`src/design/voxel_hash_point_fuser_core_assert.svh`:
```
// ----------------------------------------------------------------------------
// Assertion macros for the voxel hash point fuser
// Concurrent checks that disappear when the design is synthesised.
// ----------------------------------------------------------------------------
`ifndef VOXEL_HASH_POINT_FUSER_CORE_ASSERT_SVH
`define VOXEL_HASH_POINT_FUSER_CORE_ASSERT_SVH

`ifndef SYNTHESIS
// A property that must hold at every clock edge outside reset.
`define VHPF_ASSERT(lbl, clk, rstn, prop) \
  lbl: assert property (@(posedge clk) disable iff (!(rstn)) (prop)) \
    else $error("vhpf assertion failed");
// A condition that must never be true outside reset.
`define VHPF_ASSERT_NEVER(lbl, clk, rstn, cond) \
  `VHPF_ASSERT(lbl, clk, rstn, !(cond))
`else
`define VHPF_ASSERT(lbl, clk, rstn, prop)
`define VHPF_ASSERT_NEVER(lbl, clk, rstn, cond)
`endif

`endif

```
`src/design/vhpf_ram.sv`:
```
// ----------------------------------------------------------------------------
// vhpf_ram
// Simple dual-port RAM: one write port, one read port, registered read.
// ----------------------------------------------------------------------------
module vhpf_ram #(
  parameter int unsigned WIDTH = 8,
  parameter int unsigned DEPTH = 64
) (
  input  logic                     clk_i,
  input  logic                     we_i,
  input  logic [$clog2(DEPTH)-1:0] waddr_i,
  input  logic [WIDTH-1:0]         wdata_i,
  input  logic                     re_i,
  input  logic [$clog2(DEPTH)-1:0] raddr_i,
  output logic [WIDTH-1:0]         rdata_o
);
  logic [WIDTH-1:0] mem_q [DEPTH];
  logic [WIDTH-1:0] rdata_q;

  always_ff @(posedge clk_i) begin
    if (we_i) begin
      mem_q[waddr_i] <= wdata_i;
    end
    if (re_i) begin
      rdata_q <= mem_q[raddr_i];
    end
  end

  assign rdata_o = rdata_q;
endmodule

```
`config.mk`:
```
export PLATFORM = sky130hd
export DESIGN_NAME = vhpf_ram
export DESIGN_NICKNAME = d
export VERILOG_FILES = /design/src/design/voxel_hash_point_fuser_core_assert.svh /design/src/design/vhpf_ram.sv
export SDC_FILE = /design/constraint.sdc
export NUM_CORES = 1
export LEC_CHECK = 0
export BUFFER_PORTS_ARGS = -buffer_cell sky130_fd_sc_hd__buf_2
export CAP_MARGIN = 40
export CELL_PAD_IN_SITES_DETAIL_PLACEMENT = 0
export CELL_PAD_IN_SITES_GLOBAL_PLACEMENT = 1
export CORE_AREA = 4 4 197 237
export DETAILED_ROUTE_END_ITERATION = 7
export DIE_AREA = 0 0 201 241
export PLACE_DENSITY = 0.65
export SYNTH_ARGS = -nofsm -noshare
export SYNTH_HDL_FRONTEND = slang
export SYNTH_SLANG_ARGS = --single-unit
```
`constraint.sdc`:
```
create_clock -name clk_i -period 4.6 [get_ports clk_i]
set_input_delay 0.92 -clock clk_i [delete_from_list [all_inputs] [get_ports clk_i]]
set_output_delay 0.92 -clock clk_i [all_outputs]
set_load 0.005 [all_outputs]
```
=== Word-level counts from Yosys, hierarchy flattened ===
Memory sizes are Yosys's and may differ from the RTL's. A register that Yosys moved wholly into a read port is not among the register bits.
Cells that the tools add are included.

* Add/subtract/negate cells: 0
* $mul: 0
* Divide/modulo/power cells: 0
* Order comparisons: 0
* Equality and inequality tests: 0
* Shifts and indexed selects: 0
* Muxes and demuxes: 2
* Bitwise logic cells: 0
* Reduce and logical (&&, ||, !) cells: 0

{| class="wikitable"
|+ Operators by type and width
! cell !! count
|-
| $mux W1 || 2
|}

* Bits in registers: 0
* Bits in latches: 0
* Bits in writable memories: 512
* Bits in read-only memories: 0
* Output and inout bits: 8
* Memories: 1

{| class="wikitable"
|+ Memory list
! name !! depth !! bits a word !! rd ports !! clocked after Yosys merged registers in !! wr ports !! line !! source
|-
| mem_q || 64 || 8 || 1 || 1 || 1 || vhpf_ram.sv:17 || <nowiki>logic [WIDTH-1:0] mem_q [DEPTH];</nowiki>
|}

=== Longest topological paths before layout ===
* Word-level depth: 2
* Mapped depth: 9
* Depth with buffers taken out: 5

=== Least setup slack after synthesis ===
OpenSTA, ideal clock, no wires.

* Path kind: input port to flip-flop
* Start point: in raddr_i[1]
* End point: reg rdata_q[3], in the netlist rdata_o[3], read port of mem_q (data pin)
* Data arrival time: 2.460 ns
* Required time: 4.334 ns
* Slack: 1.874 ns
* Stages on the path: 7
* Buffers on the path: 3
* Cells stage by stage: buf_4 buf_2 buf_2 mux4_2 mux4_2 o21ai_1 o41ai_1

{| class="wikitable"
|+ RTL lines
! item !! line !! source
|-
| from (decl) || vhpf_ram.sv:14 || <nowiki>input logic [$clog2(DEPTH)-1:0] raddr_i,</nowiki>
|-
| to (decl) || vhpf_ram.sv:18 || <nowiki>logic [WIDTH-1:0] rdata_q;</nowiki>
|}

==> reports/metrics.yaml <==
synth_top_area_frac: 0.771
slowest_delay_ns: 0.57
finalNonFillerCells: 1626
drt_iter0_markers: 902
dieWidth_um: 201
postSynthAreaPerCell_sq_um: 21.5
synth_ff_type: "edfxtp_1"
crit_arrival_ns: 3.35
fin_crit_ns: 3.05
power_density_nw_per_um2: 428
io_buffers: 30
grt_pass1_vias: 9898
hp-start: "re_i"
whs_ns: 0.744
gp_congestion: 0.773
regArea_sq_um: 15600
core_area_sq_um: 44600
finalCritPeriodShare: 0.662
rsz0062_at_grt: "false"
postCtsSetupBuffers: 0
ctsResizeCount: 0
r2r_start: "mem_q[16][4]"
vias: 9621
hold_path_class: "in -> reg"
max-vdd-ir-drop_uv: 225
max_slew_margin: 0.412
antenna_found_initial: 1
crit_buf_inv: 2
root_buffer: "clkbuf_16"
cp_slowest_cell: "buf_4"
crit_start: "raddr_i[1]"
cts_tree: "built"
drc: 0
overflow: 0
crit_fanout: 42
track_usage: 0.189
grt_pass1_wl_um: 67700
initial_core_util: 0.454
routedWlPerCell_um: 27.8
setup-violations-final: 0
synthTopCellsByArea: "edfxtp_1 (77%), mux4_2 (14%), nor2_1 (1.5%)"
nets: 1045
outcome: "complete, no violations"
antenna_cells: 0
ys_warn_count: 0
synth.yosys.seq_area_share: 0.771
crit_chain: "buf_4, buf_4, mux4_2, mux4_2, o21ai_0, nand2_1"
hold_viol: 0
synthTopCellsByCount: "edfxtp_1 (520), mux4_2 (126), nor2_1 (83)"
max_cap_violations: 0
crit_type: "in -> reg"
ctsHoldBuffers: 0
synth_cell_types: 39
cp_top_family: "buffers and inverters"
tns_ns: 0
required_ns: 4.90
clock_path_buffers: 3
area_growth_pct: 12.9
fill_cells: 3480
antenna_left: 0
ys_ff_latch: 520
vias_per_cell: 5.92
start_kind: "input pin"
num_rows: 85
max_freq_mhz: 328
drtPass1Iterations: 5
clkSinkCount: 520
met3WireLength_um: 2630
dieArea_sq_um: 48400
worstMarginPinSlew_ns: 0.879
synth_edf_count: 520
synth_nets: 963
met2_length_um: 22100
num_io_pins: 31
m1WireLength_um: 19100
wirelength_um: 45200
place_inst: 1534
htree_levels: 2
multi_input_area_sq_um: 4320
utilization: 0.513
synth_area_sq_um: 20200
finClkSkew_ns: 0.0125
highest_layer: "met5"
clk_latency_ns: 0.56
dp_hpwl_um: 28700
synth_most_common_cell: "edfxtp_1"
p_leak_nw: 7.16
yosysTopAreaCell: "edfxtp_1"
critPathCaptureType: "flop"
cts_made_buffers: 50
clk_pin_slew_ns: 0.06
grt_max_degree: 65
fp.dieH_um: 241
drive_above_1_share: 0.273
synthCells: 940
async_flop_share: 0
slew_viol_final: 0
## stage by stage
stage	area [sq um]	power, mW	setup slack, ns
2_1_floorplan	20200	5.64	1.87
3_3_place_gp	21000	5.84	0.909
3_5_place_dp	21200	5.86	0.903
4_1_cts	22800	9.88	1.51
5_1_grt	22800	10.1	1.42
6_report	22800	9.79	1.55
## registers in the layout, summed over array words and instances, names as in the netlist
signal / cells
mem_q: 512
rdata_o: 8
## placed cells by master, fill, tap and decap left out, types with 14 or more instances in the layout
cell / instances
buf_2: 27
buf_4: 49
clkbuf_16: 53
edfxtp_1: 520
mux2i_1: 23
mux4_2: 126
nand2_1: 19
nor2_1: 83
nor2b_1: 14
## cells by family after synthesis
family / after synthesis / synth area share
flip-flops: 520 / 0.771
multiplexers: 162 / 0.159
AND/OR/NAND/NOR: 153 / 0.0337
AO/OA/AOI/OAI: 54 / 0.0206
buffers and inverters: 51 / 0.0156
## final cells by class
type,instances,area share
Clock buffer,64,0.0599
Timing Repair Buffer,81,0.0261
Sequential cell,520,0.683
Tap cell,565,0.0309
Clock inverter,27,0.0108
Multi-Input combinational cell,369,0.189
## worst register-to-register path: stages, from the launching register on
cell and delay, ns:
edfxtp_1 0.37, mux4_2 0.48, mux2_2 0.27, o221a_2 0.27, nor3_1 0.37, o32ai_1 0.15
## where the power goes
group / switching (mW) / total (mW) / internal (mW) / leakage, nW
clock: 1.67 / 4.04 / 2.37 / 0.791
sequential: 0.0128 / 5.27 / 5.25 / 4.69
combinational: 0.300 / 0.483 / 0.183 / 1.68
total: 1.98 / 9.79 / 7.81 / 7.16
## path summary, 6_finish.rpt
check                                   to  slack, ns  depth (start not counted)
worst max-delay path            rdata_o[7]       1.55                          6
worst min-delay path            rdata_o[1]       0.74                          1
worst max register to register  rdata_o[4]       2.43                          5
worst min register to register  rdata_o[7]       0.93                          4
## layer usage
layer	track usage	vias to the layer above
met1	0.266	5140
li1	-	4102
met2	0.308	301
met3	0.0331	76
met5	0	-
met4	0.0595	2
Note: power is estimated with default switching activity, not from simulation.
