$ cat src/design/voxel_hash_point_fuser_core_assert.svh
// ----------------------------------------------------------------------------
// Assertion macros for the voxel hash point fuser
// Concurrent checks that disappear when the design is synthesised.
// ----------------------------------------------------------------------------
`ifndef VOXEL_HASH_POINT_FUSER_CORE_ASSERT_SVH
`define VOXEL_HASH_POINT_FUSER_CORE_ASSERT_SVH

`ifndef SYNTHESIS
// A property that must hold at every clock edge outside reset.
`define VHPF_ASSERT(lbl, clk, rstn, prop) \
  lbl: assert property (@(posedge clk) disable iff (!(rstn)) (prop)) \
    else $error("vhpf assertion failed");
// A condition that must never be true outside reset.
`define VHPF_ASSERT_NEVER(lbl, clk, rstn, cond) \
  `VHPF_ASSERT(lbl, clk, rstn, !(cond))
`else
`define VHPF_ASSERT(lbl, clk, rstn, prop)
`define VHPF_ASSERT_NEVER(lbl, clk, rstn, cond)
`endif

`endif

$ cat src/design/vhpf_pkg.sv
// ----------------------------------------------------------------------------
// vhpf_pkg
// Types, codes and constants shared by the voxel hash point fuser.
// ----------------------------------------------------------------------------
package vhpf_pkg;

  localparam int unsigned TABLE_SLOTS_DEF = 4096;
  localparam int unsigned AXIS_BITS_DEF   = 21;

  localparam int unsigned MUL_W  = 34;
  localparam int unsigned PROD_W = 2 * MUL_W;
  localparam int unsigned PACC_W = 51;
  localparam int unsigned NACC_W = 34;
  localparam int unsigned REP_W  = 12;
  localparam int unsigned OCC_W  = 13;
  localparam int unsigned SCALE_SHIFT = 28;

  localparam logic [63:0] HASH_C1 = 64'hff51afd7ed558ccd;
  localparam logic [63:0] HASH_C2 = 64'hc4ceb9fe1a85ec53;

  typedef enum logic [1:0] {
    CMD_FUSE  = 2'd0,
    CMD_SEED  = 2'd1,
    CMD_CLEAR = 2'd2
  } cmd_e;

  typedef enum logic [2:0] {
    OC_HIT       = 3'd0,
    OC_NEW       = 3'd1,
    OC_SAT       = 3'd2,
    OC_SEEDED    = 3'd3,
    OC_SEED_DROP = 3'd4,
    OC_RANGE     = 3'd5,
    OC_FULL      = 3'd6,
    OC_CLEARED   = 3'd7
  } outcome_e;

  typedef enum logic [2:0] {
    REG_ROT_X   = 3'd0,
    REG_ROT_Y   = 3'd1,
    REG_ROT_Z   = 3'd2,
    REG_SHIFT_X = 3'd3,
    REG_SHIFT_Y = 3'd4,
    REG_SHIFT_Z = 3'd5,
    REG_INV_VOX = 3'd6,
    REG_SAT_LIM = 3'd7
  } reg_e;

  typedef struct packed {
    logic [1:0]         command;
    logic signed [31:0] in_pos_x;
    logic signed [31:0] in_pos_y;
    logic signed [31:0] in_pos_z;
    logic signed [15:0] in_norm_x;
    logic signed [15:0] in_norm_y;
    logic signed [15:0] in_norm_z;
    logic [15:0]        in_radius;
  } point_t;

  typedef struct packed {
    logic [2:0]         outcome;
    logic               kept;
    logic signed [31:0] out_pos_x;
    logic signed [31:0] out_pos_y;
    logic signed [31:0] out_pos_z;
    logic signed [15:0] out_norm_x;
    logic signed [15:0] out_norm_y;
    logic signed [15:0] out_norm_z;
    logic [15:0]        out_radius;
    logic [REP_W-1:0]   representative_index;
    logic [OCC_W-1:0]   voxels_in_use;
  } result_t;

  typedef struct packed {
    logic [2:0]  reg_index;
    logic [47:0] wdata;
  } cfg_t;

  // Signed Q1.14 coefficient of one column of a packed rotation row.
  function automatic logic signed [15:0] coef(input logic [47:0] row, input logic [1:0] col);
    logic signed [15:0] c;
    unique case (col)
      2'd0:    c = row[15:0];
      2'd1:    c = row[31:16];
      default: c = row[47:32];
    endcase
    return c;
  endfunction

endpackage

$ cat src/design/vhpf_mul.sv
// ----------------------------------------------------------------------------
// vhpf_mul
// Shared signed multiplier with a registered product.
// ----------------------------------------------------------------------------
module vhpf_mul (
  input  logic                            clk_i,
  input  logic signed [vhpf_pkg::MUL_W-1:0]  a_i,
  input  logic signed [vhpf_pkg::MUL_W-1:0]  b_i,
  output logic signed [vhpf_pkg::PROD_W-1:0] p_o
);
  import vhpf_pkg::*;

  logic signed [PROD_W-1:0] p_q;

  always_ff @(posedge clk_i) begin
    p_q <= a_i * b_i;
  end

  assign p_o = p_q;
endmodule

$ cat config.mk
export PLATFORM = sky130hd
export DESIGN_NAME = vhpf_mul
export DESIGN_NICKNAME = d
export VERILOG_FILES = /design/src/design/voxel_hash_point_fuser_core_assert.svh /design/src/design/vhpf_pkg.sv /design/src/design/vhpf_mul.sv
export SDC_FILE = /design/constraint.sdc
export NUM_CORES = 2
export LEC_CHECK = 0
export CAP_MARGIN = 20
export CORE_MARGIN = 2
export CORE_UTILIZATION = 62
export DETAILED_ROUTE_END_ITERATION = 8
export DONT_BUFFER_PORTS = 1
export PLACE_DENSITY = 0.81
export SYNTH_ARGS = -nofsm -noshare
export SYNTH_HDL_FRONTEND = slang
export SYNTH_SLANG_ARGS = --single-unit
$ cat constraint.sdc
create_clock -name clk_i -period 9.6 [get_ports clk_i]
set_input_delay 1.92 -clock clk_i [delete_from_list [all_inputs] [get_ports clk_i]]
set_output_delay 1.92 -clock clk_i [all_outputs]
set_load 0.02 [all_outputs]
== Word-level counts from Yosys, hierarchy flattened ==
Cells that the tools add are included.
Storage, ports and cells
  bits of input ports: 69
  bits in registers: 68
  word-level logic and storage cells: 2
  output and inout port bits: 68
Operators by class
  $mul: 1
Operator list (count)
  $mul A34 B34 Y68: 1

== Logic depth before layout (Yosys ltp) ==
  depth after elaboration: 1
  gate-level depth with buffers: 31
  mapped depth without buffers: 29

== Worst setup path before layout ==
OpenSTA, ideal clock, no wires.
  kind: input port to flip-flop
  start: input a_i[33] (netlist bit)
  end: register p_q[65] (netlist: p_o[65])
  required time: 9.528 ns
  slack: 0.190 ns
  arrival time: 9.338 ns
  library setup time: 0.072 ns
  buffers on the path: 2
  stages on the path: 24
  cells stage by stage: clkbuf_1 nand2_1 inv_1 fa_1 fa_1 fa_1 fa_1 inv_1 fa_1 fa_1 fa_1 fa_1 inv_1 ha_1 clkdlybuf4s50_2 nand3_1 or2_2 nor2_1 a221oi_1 o21ai_0 a31oi_2 nor2_2 o41ai_2 xnor2_1
Between the ends
  cells in the longest elaborated chain, start to end: 1
Ends and longest elaborated chain
  from (decl): line vhpf_mul.sv:7  | input logic signed [vhpf_pkg::MUL_W-1:0] a_i,
  $mul A34 B34 Y68: line vhpf_mul.sv:16  | p_q <= a_i * b_i;
  to (signal assigned): line vhpf_mul.sv:16
  to (decl): line vhpf_mul.sv:13  | logic signed [PROD_W-1:0] p_q;
Every way passes these cells.

== Worst setup path after layout ==
  start: input a_i[33] (netlist bit)
  end: register p_q[67] (netlist: p_o[67])
The elaborated chain is that of the path after synthesis.

==> impl_metrics.yaml <==
synthesis:
  synth_fp_nets: 6068
  postSynthCellCount: 4554
  synth_edf_count: 0
  yosysUniqueCellTypes: 69
  yosysSeqAreaShare_pct: 3.16
  avgSynthCellArea_um2: 9.45
  yosysWarnings: 0
  ys.flop_type: "dfxtp_1"
  ys_seq_elements: 68
  synth.cell_area_um2: 43000
  async_flop_share_pct: 0
cells_and_area:
  drive_gt1_share_pct: 1.54
  final_nets: 5870
  layout_common_cells: "1241 x fa_1, 1231 x inv_1, 621 x and2_1"
  largest_reg_flops: 68
  syn_to_final_growth_pct: 1.66
  layout_commonest_cell: "fa_1"
  nFillCells: 5445
  final_cell_count_no_fill: 5293
  post-route-util_pct: 63.7
floorplanning:
  die_h_um: 267
  die_w_um: 267
  die-area_um2: 71500
  start_util_pct: 62.6
  pin_count: 137
  rows: 96
  core-area_um2: 68700
setup_path:
  crit_path_top_delay_cell: "fa_1"
  crit_type: "in2reg"
  endpoint_kind: "flop"
  crit_required_ns: 9.89
  crit_end: "p_o[67]"
  crit_start: "a_i[33]"
  cp_max_fo: 34
  crit_path_max_incr_delay_ns: 0.73
  cpMostUsedCell: "fa_1"
  startpoint_type: "primary input"
  critical_path_arrival_ns: 9.33
drt:
  routed_via_density: 5.61
  dr.pass1.iters: 6
  drc: 0
  ant_nets: 0
  dr.first_iter.drc_count: 2322
  vias: 29700
  routed_wl_mm: 110
  wl_per_cell_um: 20.9
clocking:
  clk_pin_slew_ns: 0.07
  clock-root-buffer: "clkbuf_16"
  post_cts_resized: 0
  clkSinkCount: 68
  cts_buffer_depth: 2
  ctsHoldBuffers: 0
  numCtsBuffers: 9
  htreeDepth: 3
  cts_setup_buffers: 0
  cts_tree: "yes"
global_routing:
  gr-usage-met3_pct: 8.32
  grt_pass1_vias: 33600
  grt_pass1_wl_mm: 182
  grt_max_degree: 35
  grt_overflow: 0
  antenna_found_initial: 2
  use_met2_pct: 55.5
  grt_usage_pct: 33.5
  grt.busiest_layer: "met2"
  grtUsageMet1_pct: 42.4
run:
  cap_violations: 0
placed_design:
  port_buffers: 0
  hpwl_mm: 85.3
  gp_congestion: 1.00
  dp_cells: 5276
sta:
  slew_violations: 0
  slew_headroom_pct: 60.8
  rsz0062_at_grt: "no"
  setup-violations-final: 0
  max_freq_mhz: 111
  min_period_over_period_pct: 94.2
  hold_viol: 0
  finalSetupTns_ns: 0
  fin_hold_ws_ns: 1.65
  fin_crit_ns: 9.04
  worst_slew_pin_slew_ns: 0.581
hold_path:
  hold_path_class: "in2reg"
  worstHoldStart: "b_i[0]"
run_status:
  status: "complete, no violations"
==> worst max-delay path, delay by kind of cell <==
kind,cells,cell delay (ns)
compound gates,6,1.23
xor+xnor,1,0.12
fa+ha+maj,9,4.60
buf+inv,7,0.53
simple gates,4,0.88
==> synth_stat cells, types with 3 or more instances <==
cell         n  area share [%]
ha_1       204             5.9
a21o_1      37            0.65
or2_2        4           0.058
nor2_1      54            0.47
and3_2       3           0.052
fa_1      1241              58
a221oi_1     3           0.061
o21a_1       4           0.070
inv_1     1231              11
nor3_1       5           0.058
o21ai_0     31            0.36
o21ai_1      7           0.081
dfxtp_1     68             3.2
nand3_1     11            0.13
and3_1       5           0.073
and2_1     621             9.0
nand2b_1    20            0.29
a211oi_1     6            0.10
xor2_1      23            0.47
nand4_1     11            0.16
o21bai_1    12            0.21
o41ai_2      3            0.11
clkbuf_1   214             1.9
o41ai_1      3           0.061
a31oi_1      7            0.10
xnor2_1     56             1.1
nor2b_1      9            0.13
nand2_1    542             4.7
o211ai_1     3           0.052
a21oi_1     61            0.71
buf_4        4           0.070
==> layer usage <==
metal / share of wire (%) / vias up
li1: - / 12400
met1: 36 / 15400
met2: 49 / 1583
met3: 11 / 345
met4: 4.5 / 0
met5: 0 / -
==> stage by stage <==
stage,area (um2),setup slack [ns]
2_1_floorplan,43000,0.190
3_3_place_gp,43400,0.393
3_5_place_dp,43400,0.238
4_1_cts,43700,0.618
5_1_grt,43700,0.279
6_report,43700,0.557
==> worst min path at each step <==
stage	end	slack (ns)	cells after the start
detailed placement	p_o[0]	2.05	1
global route	p_o[0]	1.66	1
floorplan	p_o[0]	2.05	1
finish	p_o[0]	1.65	1
global placement	p_o[0]	2.04	1
CTS	p_o[0]	1.64	1
==> layout make-up <==
type                    instances  area [um2]  share of cell area [%]
multi-input cells            3026       36100                    82.6
inverters                    1232        4620                    10.6
flip-flops and latches         68        1360                    3.11
well taps                     931        1160                    2.66
clock buffers                   9         225                   0.515
repair buffers                 19         143                   0.326
clock inverters                 7        80.1                   0.183
diodes                          1        2.50                 0.00572
==> logic make-up after synthesis <==
family | synth area share [%]
xor gates and xnor gates | 1.61
AOI/OAI and AO/OA | 3.35
adders and majority gates | 63.7
and+or+nand+nor | 15.4
DFF | 3.16
buffers and inverters | 12.8
Power is not shown: default switching activity piles up to over one toggle a cycle in this logic, so the estimate is an artifact.
